File: src/sv/mbfc16_pkg.sv
package mbfc16_pkg;

    // Frame layout constants.
    localparam logic [3:0]  FRAME_LAST_IDX = 4'd12;
    localparam logic [3:0]  CRC_LAST_IDX   = 4'd10;
    localparam logic [7:0]  QTY_HI         = 8'h00;
    localparam logic [7:0]  QTY_LO         = 8'h02;
    localparam logic [7:0]  DATA_BYTE_CNT  = 8'h04;
    localparam logic [15:0] CRC_INIT       = 16'hFFFF;
    localparam logic [15:0] CRC_POLY       = 16'hA001;

    // Reset values of the configuration registers.
    localparam logic [7:0]  SLAVE_ADDR_RST = 8'd1;
    localparam logic [7:0]  FUNC_CODE_RST  = 8'd16;
    localparam logic [15:0] START_REG_RST  = 16'd0;

    // Configuration register indexes.
    typedef enum logic [1:0] {
        REG_SLAVE_ADDR = 2'd0,
        REG_FUNC_CODE  = 2'd1,
        REG_START_REG  = 2'd2
    } t_reg_idx;

    // Current configuration, handed from the register file to the framer.
    typedef struct packed {
        logic [7:0]  slave_address;
        logic [7:0]  function_code;
        logic [15:0] start_register;
    } t_cfg;

    // One byte step of CRC-16/Modbus, reflected form.
    function automatic logic [15:0] crc_add_byte(input logic [15:0] crc_in,
                                                 input logic [7:0]  data);
        logic [15:0] crc;
        crc = crc_in ^ {8'h00, data};
        for (int k = 0; k < 8; k++) begin
            if (crc[0]) begin
                crc = (crc >> 1) ^ CRC_POLY;
            end else begin
                crc = crc >> 1;
            end
        end
        return crc;
    endfunction

endpackage

File: src/sv/mbfc16_cfg_regs.sv
module mbfc16_cfg_regs
    import mbfc16_pkg::*;
(
    input  logic        i_clk,
    input  logic        i_rst_n,
    input  logic        i_wr_en,
    input  logic [1:0]  i_wr_index,
    input  logic [15:0] i_wr_data,
    output t_cfg        o_cfg
);

    t_cfg r_cfg;

    // Register file; writes to an unknown index are dropped.
    always_ff @(posedge i_clk) begin
        if (!i_rst_n) begin
            r_cfg.slave_address  <= SLAVE_ADDR_RST;
            r_cfg.function_code  <= FUNC_CODE_RST;
            r_cfg.start_register <= START_REG_RST;
        end else if (i_wr_en) begin
            unique case (i_wr_index)
                REG_SLAVE_ADDR: r_cfg.slave_address  <= i_wr_data[7:0];
                REG_FUNC_CODE:  r_cfg.function_code  <= i_wr_data[7:0];
                REG_START_REG:  r_cfg.start_register <= i_wr_data;
                default: ;
            endcase
        end
    end

    assign o_cfg = r_cfg;

endmodule

File: src/sv/mbfc16_framer.sv
module mbfc16_framer
    import mbfc16_pkg::*;
(
    input  logic        i_clk,
    input  logic        i_rst_n,
    input  t_cfg        i_cfg,
    input  logic        i_start,
    input  logic [31:0] i_value_bits,
    output logic        o_busy,
    output logic        o_valid,
    output logic [7:0]  o_frame_byte,
    output logic        o_last_byte
);

    // Input holding register.
    logic        r_pend_valid;
    logic [31:0] r_pend_word;

    // Frame sequencer.
    logic        r_active;
    logic [3:0]  r_idx;
    logic [31:0] r_word;
    logic [15:0] r_crc;

    // Result register.
    logic        r_out_valid;
    logic [7:0]  r_out_byte;
    logic        r_out_last;

    logic        accept;
    logic        frame_end;
    logic        load;
    logic [7:0]  cur_byte;
    logic [15:0] n_crc;

    assign accept    = i_start && !r_pend_valid;
    assign frame_end = r_active && (r_idx == FRAME_LAST_IDX);
    assign load      = r_pend_valid && (!r_active || frame_end);

    // Select the frame byte for the current position.
    always_comb begin
        case (r_idx)
            4'd0:    cur_byte = i_cfg.slave_address;
            4'd1:    cur_byte = i_cfg.function_code;
            4'd2:    cur_byte = i_cfg.start_register[15:8];
            4'd3:    cur_byte = i_cfg.start_register[7:0];
            4'd4:    cur_byte = QTY_HI;
            4'd5:    cur_byte = QTY_LO;
            4'd6:    cur_byte = DATA_BYTE_CNT;
            4'd7:    cur_byte = r_word[31:24];
            4'd8:    cur_byte = r_word[23:16];
            4'd9:    cur_byte = r_word[15:8];
            4'd10:   cur_byte = r_word[7:0];
            4'd11:   cur_byte = r_crc[7:0];
            4'd12:   cur_byte = r_crc[15:8];
            default: cur_byte = 8'h00;
        endcase
    end

    // The CRC folds in one byte per cycle over the header and payload.
    assign n_crc = (r_idx <= CRC_LAST_IDX) ? crc_add_byte(r_crc, cur_byte) : r_crc;

    // Control state.
    always_ff @(posedge i_clk) begin
        if (!i_rst_n) begin
            r_pend_valid <= 1'b0;
            r_active     <= 1'b0;
            r_idx        <= 4'd0;
            r_out_valid  <= 1'b0;
            r_out_last   <= 1'b0;
        end else begin
            if (accept) begin
                r_pend_valid <= 1'b1;
            end else if (load) begin
                r_pend_valid <= 1'b0;
            end

            if (load) begin
                r_active <= 1'b1;
                r_idx    <= 4'd0;
            end else if (frame_end) begin
                r_active <= 1'b0;
            end else if (r_active) begin
                r_idx <= r_idx + 4'd1;
            end

            r_out_valid <= r_active;
            r_out_last  <= frame_end;
        end
    end

    // Payload registers.
    always_ff @(posedge i_clk) begin
        if (accept) begin
            r_pend_word <= i_value_bits;
        end
        if (load) begin
            r_word <= r_pend_word;
            r_crc  <= CRC_INIT;
        end else if (r_active) begin
            r_crc <= n_crc;
        end
        r_out_byte <= cur_byte;
    end

    assign o_busy       = r_pend_valid;
    assign o_valid      = r_out_valid;
    assign o_frame_byte = r_out_byte;
    assign o_last_byte  = r_out_last;

endmodule

File: src/sv/modbus_fc16_frame_generator_core.sv
// Modbus RTU write-multiple-registers request generator.
// Command channel: a 32-bit word on i_value_bits is taken at a clock edge
// where i_start is high and o_busy is low. Each word yields a 13-byte frame:
// address, function code, start register, quantity 2, byte count 4, the word
// big-endian, then the CRC-16/Modbus low byte and high byte.
// Result channel: o_valid strobes each byte on o_frame_byte for one cycle;
// o_last_byte marks the CRC high byte. The receiver cannot stall, so bytes
// leave at one per cycle with no gaps inside a frame.
// The word passes from the input holding register to the frame sequencer;
// bytes leave through the result register. Frame rate is set by the output
// and the CRC, each one byte per cycle. A one-word input register takes the
// next word while a frame is going out, so frames run back to back.
// Configuration: index 0 slave address, 1 function code, 2 start register,
// written through i_cfg_valid/o_cfg_ready; other indexes are ignored. Write
// only while no frame is pending or in flight.
// Reset (synchronous, active low) drops any pending word and frame in flight
// and restores address 1, function code 16, start register 0.
module modbus_fc16_frame_generator_core
    import mbfc16_pkg::*;
(
    input  logic        i_clk,
    input  logic        i_rst_n,
    input  logic        i_start,
    input  logic [31:0] i_value_bits,
    output logic        o_busy,
    output logic        o_valid,
    output logic [7:0]  o_frame_byte,
    output logic        o_last_byte,
    input  logic        i_cfg_valid,
    output logic        o_cfg_ready,
    input  logic [1:0]  i_cfg_index,
    input  logic [15:0] i_cfg_data
);

    t_cfg cfg;

    // Configuration writes are always taken.
    assign o_cfg_ready = 1'b1;

    mbfc16_cfg_regs u_cfg_regs (
        .i_clk      (i_clk),
        .i_rst_n    (i_rst_n),
        .i_wr_en    (i_cfg_valid && o_cfg_ready),
        .i_wr_index (i_cfg_index),
        .i_wr_data  (i_cfg_data),
        .o_cfg      (cfg)
    );

    mbfc16_framer u_framer (
        .i_clk        (i_clk),
        .i_rst_n      (i_rst_n),
        .i_cfg        (cfg),
        .i_start      (i_start),
        .i_value_bits (i_value_bits),
        .o_busy       (o_busy),
        .o_valid      (o_valid),
        .o_frame_byte (o_frame_byte),
        .o_last_byte  (o_last_byte)
    );

endmodule

File: config.mk
export PLATFORM = sky130hd
export DESIGN_NAME = modbus_fc16_frame_generator_core
export DESIGN_NICKNAME = d
export VERILOG_FILES = /design/src/sv/mbfc16_pkg.sv /design/src/sv/mbfc16_cfg_regs.sv /design/src/sv/mbfc16_framer.sv /design/src/sv/modbus_fc16_frame_generator_core.sv
export SDC_FILE = /design/constraint.sdc
export NUM_CORES = 1
export LEC_CHECK = 0
export BUFFER_PORTS_ARGS = -buffer_cell sky130_fd_sc_hd__buf_4
export CAP_MARGIN = 15
export CORE_AREA = 2 2 135 137
export DETAILED_ROUTE_END_ITERATION = 6
export DIE_AREA = 0 0 137 139
export REMOVE_ABC_BUFFERS = 1
export SLEW_MARGIN = 5
export SYNTH_ARGS = -nofsm -noshare
export SYNTH_HDL_FRONTEND = slang
export SYNTH_SLANG_ARGS = --single-unit
File: constraint.sdc
create_clock -name i_clk -period 3.73 [get_ports i_clk]
set_clock_uncertainty 0.15 [all_clocks]
set_input_delay 0.5595 -clock i_clk [delete_from_list [all_inputs] [get_ports i_clk]]
set_output_delay 0.5595 -clock i_clk [all_outputs]
set_load 0.005 [all_outputs]
* Word level (Yosys, flattened, before mapping)
Cells that the tools add are included.
Operators by class: mux-type cells 13, add/sub/neg operators 1, equality and inequality tests 13, reductions and logical operators 16, bitwise gates (word level) 11, order comparisons 1
Operators with widths (count):
- 16-bit two-way mux | 8
- 8-bit one-hot mux with 12 select lines | 1
- 2-bit inverter with 3-bit output | 8
- 4-bit == test (second input constant) | 5
- 16-bit by 8-bit bitwise XOR with 16-bit output | 1
- 4-bit by 3-bit == test with 1-bit output (second input constant) | 3
- 2-bit AND reduction | 5
- 4-bit by 2-bit == test with 1-bit output (second input constant) | 2
- 4-bit by 1-bit adder with 4-bit output (second input constant) | 1
- 4-bit by 1-bit == test with 1-bit output (second input constant) | 1
- 4-bit <= comparator (second input constant) | 1
- 4-bit zero test | 1
- 1-bit two-way mux | 4
- 2-bit nonzero test | 2
- 1-bit logical AND | 3
- 2-bit by 1-bit == test with 1-bit output (second input constant) | 1
- 2-bit == test (second input constant) | 1
- 1-bit zero test | 2
- 2-bit zero test | 1
- 1-bit inverter | 2
- 2-bit OR reduction | 1
- 1-bit logical OR | 1
Word-level totals: flip-flop bits (word level) 128, word-level logic and storage cells 67

* Logic depth before layout (Yosys ltp)
Gate-level depths: netlist of run 1.
depth in word-level cells 19, gate-level depth with buffers 12, depth with buffers taken out 10

* By module
From an unflattened synthesis of run 1, not the netlist that was laid out.
Unflattened totals: cells, all modules 415, area, all modules 5221.3 µm²
By module, submodules not included:
- mbfc16_framer | times used 1, cells each 287, area an instance 3976.3 µm²
- mbfc16_cfg_regs | times used 1, cells each 126, area an instance 1233.7 µm²
- modbus_fc16_frame_generator_core | times used 1, cells each 2, area an instance 11.3 µm²

* Least setup slack after synthesis of run 1
OpenSTA, ideal clock, no wires.
path type reg-to-reg, from reg u_framer.r_idx[0], to reg u_framer.r_crc[0], period minus slack after synthesis 3057 ps, arrival time 2779 ps, data required time 3453 ps, stages on the path, launching flop included 13, path slack 673 ps, path buffers 2, setup time 127 ps, path through dfxtp_1 > inv_1 > ha_1 > buf_2 > and3_1 > buf_2 > o2bb2ai_1 > a311o_2 > xor2_1 > xor2_1 > xnor3_1 > xor3_1 > o21ai_1
Between the ends: longest elaborated chain between the ends 12
RTL lines:
- from (decl) | line mbfc16_framer.sv:21 | logic [3:0] r_idx;
- from (signal assigned) | line mbfc16_framer.sv:84 | r_idx <= r_idx + 4'd1;
- 4-bit == test (tied with other cells) | line mbfc16_framer.sv:42 | case (r_idx)
- 8-bit one-hot mux with 12 select lines * | line mbfc16_framer.sv:42
- net u_framer.cur_byte[4] | line mbfc16_framer.sv:33 | logic [7:0] cur_byte;
- 16-bit by 8-bit bitwise XOR with 16-bit output * | line mbfc16_pkg.sv:35 | crc = crc_in ^ {8'h00, data};
- 16-bit two-way mux * (3 in a row) | line mbfc16_pkg.sv:37 | if (crc[0]) begin
- 2-bit inverter with 3-bit output (no source line)
- 16-bit two-way mux * (5 in a row) | line mbfc16_pkg.sv:37
- to (signal assigned) | line mbfc16_framer.sv:101 | r_crc <= n_crc;
- to (decl) | line mbfc16_framer.sv:23 | logic [15:0] r_crc;
The timed path passes the listed nets; every way through them passes the cells marked *. A chain may end at the register's enable or synchronous reset.

* Worst setup path in the final report of run 1
Ends and elaborated chain as after synthesis.

==> results of run 1 <==
[power groups by stage]
stage	Sequential [W]	Combinational (W)	Clock (W)
final	0.00172	0.000585	0.00172
after global routing	0.00173	0.000638	0.00181
after CTS	0.00172	0.000592	0.00175
after detailed placement	0.00174	0.000587	0
after global placement	0.00174	0.000578	0
after floorplan	0.00171	0.000443	0
[through the flow]
stage	util	setup WS, ns	area [sq um]	total power, W
after CTS	0.367	0.238	6470	0.00405
after floorplan	-	0.626	5020	0.00215
after global routing	0.367	0.0138	6470	0.00418
after detailed placement	0.332	0.240	5860	0.00233
after global placement	0.332	0.359	5860	0.00232
final	0.367	0.225	6470	0.00402
[cells by family (layout without fill, tap and decap cells)]
group	after synthesis	count (layout)
XOR/XNOR	20	20
other	1	1
AO/OA/AOI/OAI	90	90
AND/OR/NAND/NOR	119	119
flip-flops	128	128
buffers and inverters	35	110
adder cells (fa/ha/maj)	6	6
multiplexers	25	25
[worst min-delay path by stage]
stage,slack (ns),depth (start not counted),to
2_1_floorplan,0.25,0,u_framer.r_word[0]$_DFFE_PP_
3_3_place_gp,0.26,0,u_framer.r_word[31]$_DFFE_PP_
3_5_place_dp,0.25,0,u_framer.r_word[27]$_DFFE_PP_
4_1_cts,0.14,1,u_framer.r_pend_word[16]$_DFFE_PP_
5_1_grt,0.14,1,u_framer.r_pend_word[24]$_DFFE_PP_
6_report,0.16,1,u_framer.r_pend_word[24]$_DFFE_PP_
[flip-flops by register name (all words and copies together) (netlist names), 4 cells and up]
register	flops
u_cfg_regs.o_cfg	32
u_framer.r_crc	16
u_framer.r_pend_word	32
u_framer.r_idx	4
u_framer.o_frame_byte	8
u_framer.r_word	32
[area by class of cell]
type	instances	area (sq um)
Clock inverter	13	175
Inverter	6	22.5
Fill cell	1745	11200
Clock buffer	19	433
Multi-Input combinational cell	261	1800
Timing Repair Buffer	72	553
Tap cell	229	287
Sequential cell	128	3200
[cells in the mapped netlist (2+ instances only)]
cell type and count:
o21ai_1 2, buf_4 3, o21ai_0 10, o2bb2ai_1 2
nand3_1 4, nand2_1 63, buf_2 8, a221oi_1 9
a311oi_1 4, mux2i_1 24, a21oi_1 9, nor2b_1 21
ha_1 6, nor3_1 3, nor2_1 9, xnor2_2 3
a211o_1 3, a22oi_1 13, and2_1 5, xnor2_1 6
buf_6 3, clkbuf_1 12, nand3b_1 3, o211ai_1 7
a211oi_1 2, inv_1 6, buf_1 2, dfxtp_1 64
nand2b_1 4, a21boi_0 17, a311o_2 2, o22ai_1 4
edfxtp_1 64, xor2_1 9
[metal layers]
layer,track usage,part of all wire,up-vias
met5,0,0,-
met1,0.181,0.47,1635
met4,0.0602,0.020,0
met2,0.207,0.46,112
li1,-,-,1656
met3,0.0387,0.055,21
==> results.py, run 1 <==
metrics = {
    "run_status": {
        "status": "finished clean",
    },
    "worst_setup_path": {
        "cp-start-kind": "flip-flop",
        "path_common_cell": "xor2_1",
        "critPathRequiredTime_ns": 3.86,
        "crit_cells": 9,
        "startpoint": "u_framer.r_idx[0]$_SDFFE_PP0P_",
        "reg2reg_from": "u_framer.r_idx[0]$_SDFFE_PP0P_",
        "critPathBufInv": 0,
        "r2r_cells": 9,
        "cp-end-kind": "flip-flop",
        "r2r_setup_slack_ns": 0.22,
        "critPathArrivalTime_ns": 3.63,
        "r2r_end": "u_framer.r_crc[0]$_SDFFE_PP1P_",
        "path_cells": "ha_1 -> a222oi_1 -> a311oi_1 -> a311o_2 -> xor2_1 -> xor2_1 -> xnor3_1 -> xor3_1 -> o21ai_1",
        "slowest_delay_ns": 0.71,
        "path_class": "flip-flop to flip-flop",
        "cp_slowest_cell": "ha_1",
        "crit_end": "u_framer.r_crc[0]$_SDFFE_PP1P_",
        "path_delay_family": "XOR/XNOR gates",
        "crit_path_max_fanout": 19,
    },
    "sta": {
        "tns_ns": 0,
        "finalSetupViolations": 0,
        "hold_ws_ns": 0.161,
        "max_freq_mhz": 285,
        "slew_headroom": 0.341,
        "rsz0062_at_grt": "no",
        "tightestPinTransition_ns": 0.989,
        "final_hold_viol_count": 0,
        "post-route-min-period_ns": 3.51,
        "finalMaxSlewViolations": 0,
        "finalCritPeriodShare": 0.940,
    },
    "clock_tree": {
        "cts_hold_buf": 0,
        "cts_buffer_depth": 2,
        "cts_inserted_buffers": 17,
        "cts.htree.levels": 4,
        "cts.sinks": 128,
        "cts-root-buf": "clkbuf_16",
        "cts-resized-gates": 0,
        "post-cts-setup-buffers": 0,
        "clk_latency_ns": 0.42,
        "cts_tree": "built",
        "clk_pin_slew_ns": 0.06,
    },
    "yosys": {
        "yosys_register_bits": 128,
        "ys_seq_area_frac": 0.618,
        "yosysUniqueCellTypes": 52,
        "yosys.area.top_type": "edfxtp_1",
        "synthCells": 424,
        "synthXorXnorAreaFrac": 0.0437,
        "synth_compound_gate_area_share": 0.129,
        "synth_area_per_cell_sq_um": 12.2,
        "synth.area.top_cells": "edfxtp_1 37%, dfxtp_1 25%, mux2i_1 4.6%",
        "synth_top_family_by_area": "compound AO/OA/AOI/OAI gates",
        "synthAdderAreaFrac": 0.0145,
        "async_flop_share": 0,
        "synth_enable_flop_cells": 64,
        "mappedNetlistArea_sq_um": 5180,
        "synth_flop_cell": "edfxtp_1",
        "synth_simple_gate_area_frac": 0.110,
        "yosys_warnings": 0,
        "muxShareOfSynthArea": 0.0485,
        "synth_top_area_share": 0.371,
    },
    "power_and_ir_drop": {
        "p_leak_nw": 2.45,
        "peakVddDrop_mv": 0.287,
        "p_per_area_nw_per_um2": 621,
        "p_sw_w": 0.00102,
        "clkPwrFrac": 0.427,
        "internal-power_w": 0.00299,
        "p_seq_frac": 0.427,
        "p_comb_frac": 0.146,
        "swShare": 0.255,
    },
    "drt": {
        "vias": 3424,
        "drt_pass1_iterations": 4,
        "via_per_inst": 4.70,
        "drc": 0,
        "wl_per_cell_um": 16.9,
        "drt_iter0_markers": 373,
        "routed_wl_um": 12300,
        "antenna_left": 0,
    },
    "global_routing": {
        "grt_usage": 0.137,
        "grt_pass1_vias": 3578,
        "grt_max_degree": 40,
        "antenna_found_initial": 0,
        "overflow": 0,
        "grt_pass1_wl_um": 19400,
    },
    "floorplan": {
        "io_pins": 66,
        "die_w_um": 137,
        "die_y_um": 139,
        "row_count": 49,
        "initial_core_util": 0.293,
        "fp.dieArea_sq_um": 19000,
        "core-area_sq_um": 17700,
    },
    "run": {
        "drv_cap": 0,
    },
    "placed_design": {
        "gp_congestion": 0.862,
        "io_buffer_count": 64,
        "dp_hpwl_um": 8490,
        "dp.cells": 696,
    },
    "hold_path": {
        "hp-class": "primary input to flip-flop",
        "hp-start": "i_value_bits[24]",
    },
    "final_layout": {
        "antenna_cells": 0,
        "final_common_cell": "buf_4",
        "drive_above_1_share": 0.222,
        "syn2layout_area_growth_pct": 24.9,
        "stdcell_count": 728,
        "layout_common_cells": "71 x buf_4, 64 x dfxtp_1, 64 x edfxtp_1",
        "nets": 546,
    },
}
No activity file was read; power rests on OpenSTA's default activity.
==> inputs of run 2 (changes only) <==
Settings changed: RECOVER_POWER from default to 50.
==> run 2 against run 1 <==
Against the previous run:
- via count is 0.29% lower
- global-route usage stayed put
- die area stayed put
- total power is 0.10% lower
- highest routed layer unchanged
- routed wire length is 0.55% lower
- core utilization is 0.085 points lower
- design area is 0.23% lower
- hold slack better by 0.023 ns
- sequential share of layout area is 0.12 points higher
- largest power group unchanged
- clock power hardly changed
==> results.py, run 2 (synthesis gave the netlist of run 1 again) <==
metrics = {
    "run_status": {
        "status": "finished clean",
    },
    "global_routing": {
        "grt_pass1_vias": 3578,
        "gr-usage-met1": 0.181,
        "use_met3": 0.0387,
        "grt.busiest_layer": "met2",
        "antenna_found_initial": 0,
        "grt_pass1_wl_um": 19400,
        "grt_max_degree": 40,
        "use_met2": 0.207,
        "grt_usage": 0.137,
        "overflow": 0,
    },
    "worst_setup_path": {
        "critPathArrivalTime_ns": 3.64,
        "cp-start-kind": "flip-flop",
        "crit_path_max_fanout": 17,
        "critPathRequiredTime_ns": 3.86,
        "path_class": "flip-flop to flip-flop",
        "cp-end-kind": "flip-flop",
    },
    "floorplan": {
        "io_pins": 66,
        "row_count": 49,
        "die_w_um": 137,
        "die_y_um": 139,
        "initial_core_util": 0.293,
        "fp.dieArea_sq_um": 19000,
        "core-area_sq_um": 17700,
    },
    "clock_tree": {
        "cts.sinks": 128,
        "cts_hold_buf": 0,
        "clk_pin_slew_ns": 0.06,
        "cts-root-buf": "clkbuf_16",
        "cts_tree": "built",
        "clk_latency_ns": 0.42,
        "cts_inserted_buffers": 17,
        "cts_buffer_depth": 2,
        "cts-resized-gates": 0,
        "post-cts-setup-buffers": 0,
        "cts.htree.levels": 4,
    },
    "sta": {
        "tightestPinTransition_ns": 0.982,
        "final_hold_viol_count": 0,
        "rsz0062_at_grt": "no",
        "finalSetupViolations": 0,
        "post-route-min-period_ns": 3.51,
        "finalMaxSlewViolations": 0,
        "tns_ns": 0,
        "slew_headroom": 0.346,
        "max_freq_mhz": 285,
        "layout_setup_ws_ns": 0.225,
        "finalCritPeriodShare": 0.940,
    },
    "final_layout": {
        "layout_common_cells": "64 x dfxtp_1, 64 x edfxtp_1, 63 x nand2_1",
        "final_cell_area_sq_um": 6460,
        "syn2layout_area_growth_pct": 24.6,
        "antenna_cells": 0,
        "nets": 546,
        "drive_above_1_share": 0.214,
        "final_util": 0.366,
    },
    "placed_design": {
        "dp_hpwl_um": 8490,
        "io_buffer_count": 64,
        "dpl_cell_area_sq_um": 5860,
        "gp_congestion": 0.862,
        "post-place-ws_ns": 0.240,
    },
    "drt": {
        "wl_per_cell_um": 16.8,
        "routed_wl_um": 12200,
        "via_per_inst": 4.69,
        "antenna_left": 0,
        "vias": 3414,
        "drc": 0,
        "drt_iter0_markers": 369,
        "drt_pass1_iterations": 4,
    },
    "power_and_ir_drop": {
        "swShare": 0.255,
        "clkPwrFrac": 0.427,
        "p_per_area_nw_per_um2": 621,
        "p_sw_w": 0.00102,
        "internal-power_w": 0.00299,
        "p_leak_nw": 2.43,
        "p_seq_frac": 0.428,
        "p_comb_frac": 0.145,
        "peakVddDrop_mv": 0.288,
    },
    "hold_path": {
        "hp-class": "primary input to flip-flop",
    },
    "run": {
        "drv_cap": 0,
    },
}
==> run 2: cell count changes in the layout (fill, tap and decap cells not counted) <==
cell	change
and2_0	+1
and2_1	-1
buf_4	-42
clkbuf_1	+4
clkbuf_4	+38
==> run 2: final timing paths <==
| kind | slack [ns] | endpoint | start | cells after the start |
|---|---|---|---|---|
| setup reg to reg | 0.22 | u_framer.r_crc[0]$_SDFFE_PP1P_ | u_framer.r_idx[0]$_SDFFE_PP0P_ | 10 |
| hold / removal | 0.18 | u_framer.r_pend_word[16]$_DFFE_PP_ | i_value_bits[16] | 1 |
| setup / recovery | 0.22 | u_framer.r_crc[0]$_SDFFE_PP1P_ | u_framer.r_idx[0]$_SDFFE_PP0P_ | 10 |
| hold reg to reg | 0.27 | u_framer.r_word[27]$_DFFE_PP_ | u_framer.r_pend_word[27]$_DFFE_PP_ | 0 |
==> run 2: critical path: stages, from the launching register on <==
cell	delay, ns
dfxtp_1	0.46
inv_1	0.13
ha_1	0.48
a221oi_1	0.40
a311oi_1	0.10
a2111o_1	0.45
xor2_1	0.33
xnor2_2	0.18
xnor3_1	0.41
xor3_1	0.22
o21ai_1	0.06
==> run 2: cell type report <==
type | count | area [sq um]
clock buffer | 19 | 433
clock inverter | 13 | 175
fill | 1746 | 11200
inverter | 6 | 22.5
multi-input combinational | 261 | 1800
sequential | 128 | 3200
tap | 229 | 287
timing repair buffer | 72 | 538
==> run 2: routing by layer <==
metal | share of wire | vias to the layer above
met1 | 0.47 | 1635
met4 | 0.023 | 0
li1 | - | 1657
met2 | 0.45 | 101
met3 | 0.057 | 21
met5 | 0 | -
==> run 2: per-stage QoR <==
step,cells,power [W],hold slack (ns)
2_1_floorplan,395,0.00215,0.250
3_3_place_gp,696,0.00232,0.258
3_5_place_dp,696,0.00233,0.255
4_1_cts,728,0.00405,0.144
5_1_grt,728,0.00418,0.164
6_report,728,0.00401,0.184
==> run 2: power groups by stage <==
stage / Sequential [W] / Clock [W] / Combinational [W]
floorplan: 0.00171 / 0 / 0.000443
global placement: 0.00174 / 0 / 0.000578
detailed placement: 0.00174 / 0 / 0.000587
CTS: 0.00172 / 0.00175 / 0.000592
global route: 0.00173 / 0.00181 / 0.000634
finish: 0.00172 / 0.00172 / 0.000582
==> inputs of run 3 (changes only) <==
Settings changed: CORE_AREA 2 2 135 137 to 2 2 90 126, DIE_AREA 0 0 137 139 to 0 0 92 128, PLACE_DENSITY from default to 0.69.
==> run 3 against run 2 <==
Against the previous run:
- the flow now finishes with violations (capacitance limit, slew limit)
- largest cell class unchanged
- cell count is 12% lower
- flip-flop and latch count stayed put
- non-clock buffer count is 2 higher
- clock power is 13% lower
- routed wire length is 12% lower
- sequential power hardly changed
- first-iteration DRC count is 39% lower
==> results.py, run 3 (synthesis gave the netlist of run 1 again) <==
metrics = {
    "drt": {
        "drc": 0,
        "vias": 3471,
        "via_per_inst": 5.41,
        "drt_iter0_markers": 225,
        "routed_wl_um": 10700,
        "drt_pass1_iterations": 5,
        "wl_per_cell_um": 16.7,
        "antenna_left": 0,
    },
    "power_and_ir_drop": {
        "finalPower_w": 0.00381,
        "p_seq_frac": 0.451,
        "peakVddDrop_mv": 0.367,
        "p_comb_frac": 0.155,
        "internal-power_w": 0.00284,
        "swShare": 0.255,
        "p_leak_nw": 2.41,
        "clkPwrFrac": 0.394,
        "p_sw_w": 0.000970,
        "p_per_area_nw_per_um2": 605,
    },
    "hold_path": {
        "min_to": "u_framer.r_pend_word[8]$_DFFE_PP_",
        "hp-start": "i_value_bits[8]",
        "holdPathStages": 1,
        "hp-class": "primary input to flip-flop",
    },
    "run_status": {
        "status": "finished, violations left",
        "failed_checks": "capacitance limit, slew limit",
    },
    "clock_tree": {
        "cts-root-buf": "clkbuf_16",
        "cts.htree.levels": 4,
        "cts_hold_buf": 0,
        "clk_latency_ns": 0.41,
        "cts_tree": "built",
        "cts-resized-gates": 0,
        "cts.sinks": 128,
        "cts_buffer_depth": 2,
        "cts_inserted_buffers": 17,
        "clk_pin_slew_ns": 0.06,
        "post-cts-setup-buffers": 0,
    },
    "global_routing": {
        "grt_max_degree": 40,
        "grt_pass1_wl_um": 17200,
        "use_met2": 0.326,
        "grt_usage": 0.194,
        "overflow": 0,
        "grt.busiest_layer": "met2",
        "grt_pass1_vias": 3384,
        "use_met3": 0.0482,
        "gr-usage-met1": 0.225,
        "antenna_found_initial": 0,
    },
    "final_layout": {
        "drive_above_1_share": 0.218,
        "layout_common_cells": "64 x dfxtp_1, 64 x edfxtp_1, 63 x nand2_1",
        "antenna_cells": 0,
        "final_cell_area_sq_um": 6300,
        "syn2layout_area_growth_pct": 21.5,
        "nets": 548,
        "final_util": 0.589,
        "fillCellCount": 887,
    },
    "sta": {
        "finalSetupViolations": 0,
        "tns_ns": 0,
        "max_freq_mhz": 283,
        "finalCritPeriodShare": 0.948,
        "post-route-min-period_ns": 3.54,
        "tightestPinTransition_ns": 1.65,
        "slew_headroom": -0.0974,
        "rsz0062_at_grt": "no",
        "finalMaxSlewViolations": 34,
        "final_hold_viol_count": 0,
    },
    "floorplan": {
        "initial_core_util": 0.484,
        "die_y_um": 128,
        "core-area_sq_um": 10700,
        "die_w_um": 92,
        "row_count": 45,
        "io_pins": 66,
        "fp.dieArea_sq_um": 11800,
    },
    "worst_setup_path": {
        "r2r_cells": 10,
        "r2r_setup_slack_ns": 0.19,
        "path_class": "flip-flop to flip-flop",
        "cp-end-kind": "flip-flop",
        "r2r_end": "u_framer.r_crc[15]$_SDFFE_PP1P_",
        "cp-start-kind": "flip-flop",
        "critPathRequiredTime_ns": 3.87,
        "critPathArrivalTime_ns": 3.68,
        "crit_path_max_fanout": 13,
        "reg2reg_from": "u_framer.r_idx[0]$_SDFFE_PP0P_",
    },
    "placed_design": {
        "io_buffer_count": 64,
        "gp_congestion": 0.932,
        "dpl_cell_area_sq_um": 5760,
        "dp_hpwl_um": 7790,
    },
    "run": {
        "drv_cap": 1,
    },
}
[run 3: cell type report]
cell class	instances	area [sq um]	share of cell area
Timing Repair Buffer	74	557	0.0884
Tap cell	141	176	0.0280
Multi-Input combinational cell	261	1790	0.285
Clock buffer	18	429	0.0682
Sequential cell	128	3200	0.509
Inverter	6	22.5	0.00358
Clock inverter	13	115	0.0183
[run 3: worst max-delay path: stages (launching register included)]
cell and delay (ns):
dfxtp_1 0.46, inv_1 0.14, ha_1 0.43, and3_1 0.39, o2bb2ai_1 0.16, a211o_1 0.28
xor2_1 0.49, xnor2_2 0.17, xnor3_1 0.40, nor3_1 0.06, a211o_1 0.29
[run 3: how the worst max path moves through the flow]
stage	slack, ns	cells past startpoint	startpoint	end
after global placement	0.37	9	u_framer.r_idx[2]$_SDFFE_PP0P_	u_framer.r_crc[0]$_SDFFE_PP1P_
final	0.19	10	u_framer.r_idx[0]$_SDFFE_PP0P_	u_framer.r_crc[15]$_SDFFE_PP1P_
after floorplan	0.63	10	u_framer.r_idx[0]$_SDFFE_PP0P_	u_framer.r_crc[0]$_SDFFE_PP1P_
after detailed placement	0.26	11	u_framer.r_idx[0]$_SDFFE_PP0P_	u_framer.r_crc[0]$_SDFFE_PP1P_
after global routing	0.02	9	u_framer.r_idx[0]$_SDFFE_PP0P_	u_framer.r_crc[0]$_SDFFE_PP1P_
after CTS	0.24	11	u_framer.r_idx[0]$_SDFFE_PP0P_	u_framer.r_crc[0]$_SDFFE_PP1P_
[run 3: per-layer routing]
metal  routed length [um]  vias up
li1                     -     1657
met1                 4240     1651
met2                 5510      133
met3                  564       30
met4                  410        0
met5                    0        -
[run 3: through the flow]
stage | hold WS [ns] | worst slack [ns] | std cells
global placement | 0.251 | 0.366 | 610
floorplan | 0.250 | 0.626 | 395
detailed placement | 0.255 | 0.258 | 610
CTS | 0.161 | 0.239 | 641
global route | 0.175 | 0.0182 | 641
finish | 0.196 | 0.195 | 641
[run 3: power by group through the flow]
stage | clock network (W) | logic (W) | registers (W)
after global routing | 0.00159 | 0.000635 | 0.00173
after detailed placement | 0 | 0.000593 | 0.00174
after CTS | 0.00153 | 0.000597 | 0.00172
final | 0.00150 | 0.000589 | 0.00172
after floorplan | 0 | 0.000443 | 0.00171
after global placement | 0 | 0.000580 | 0.00174
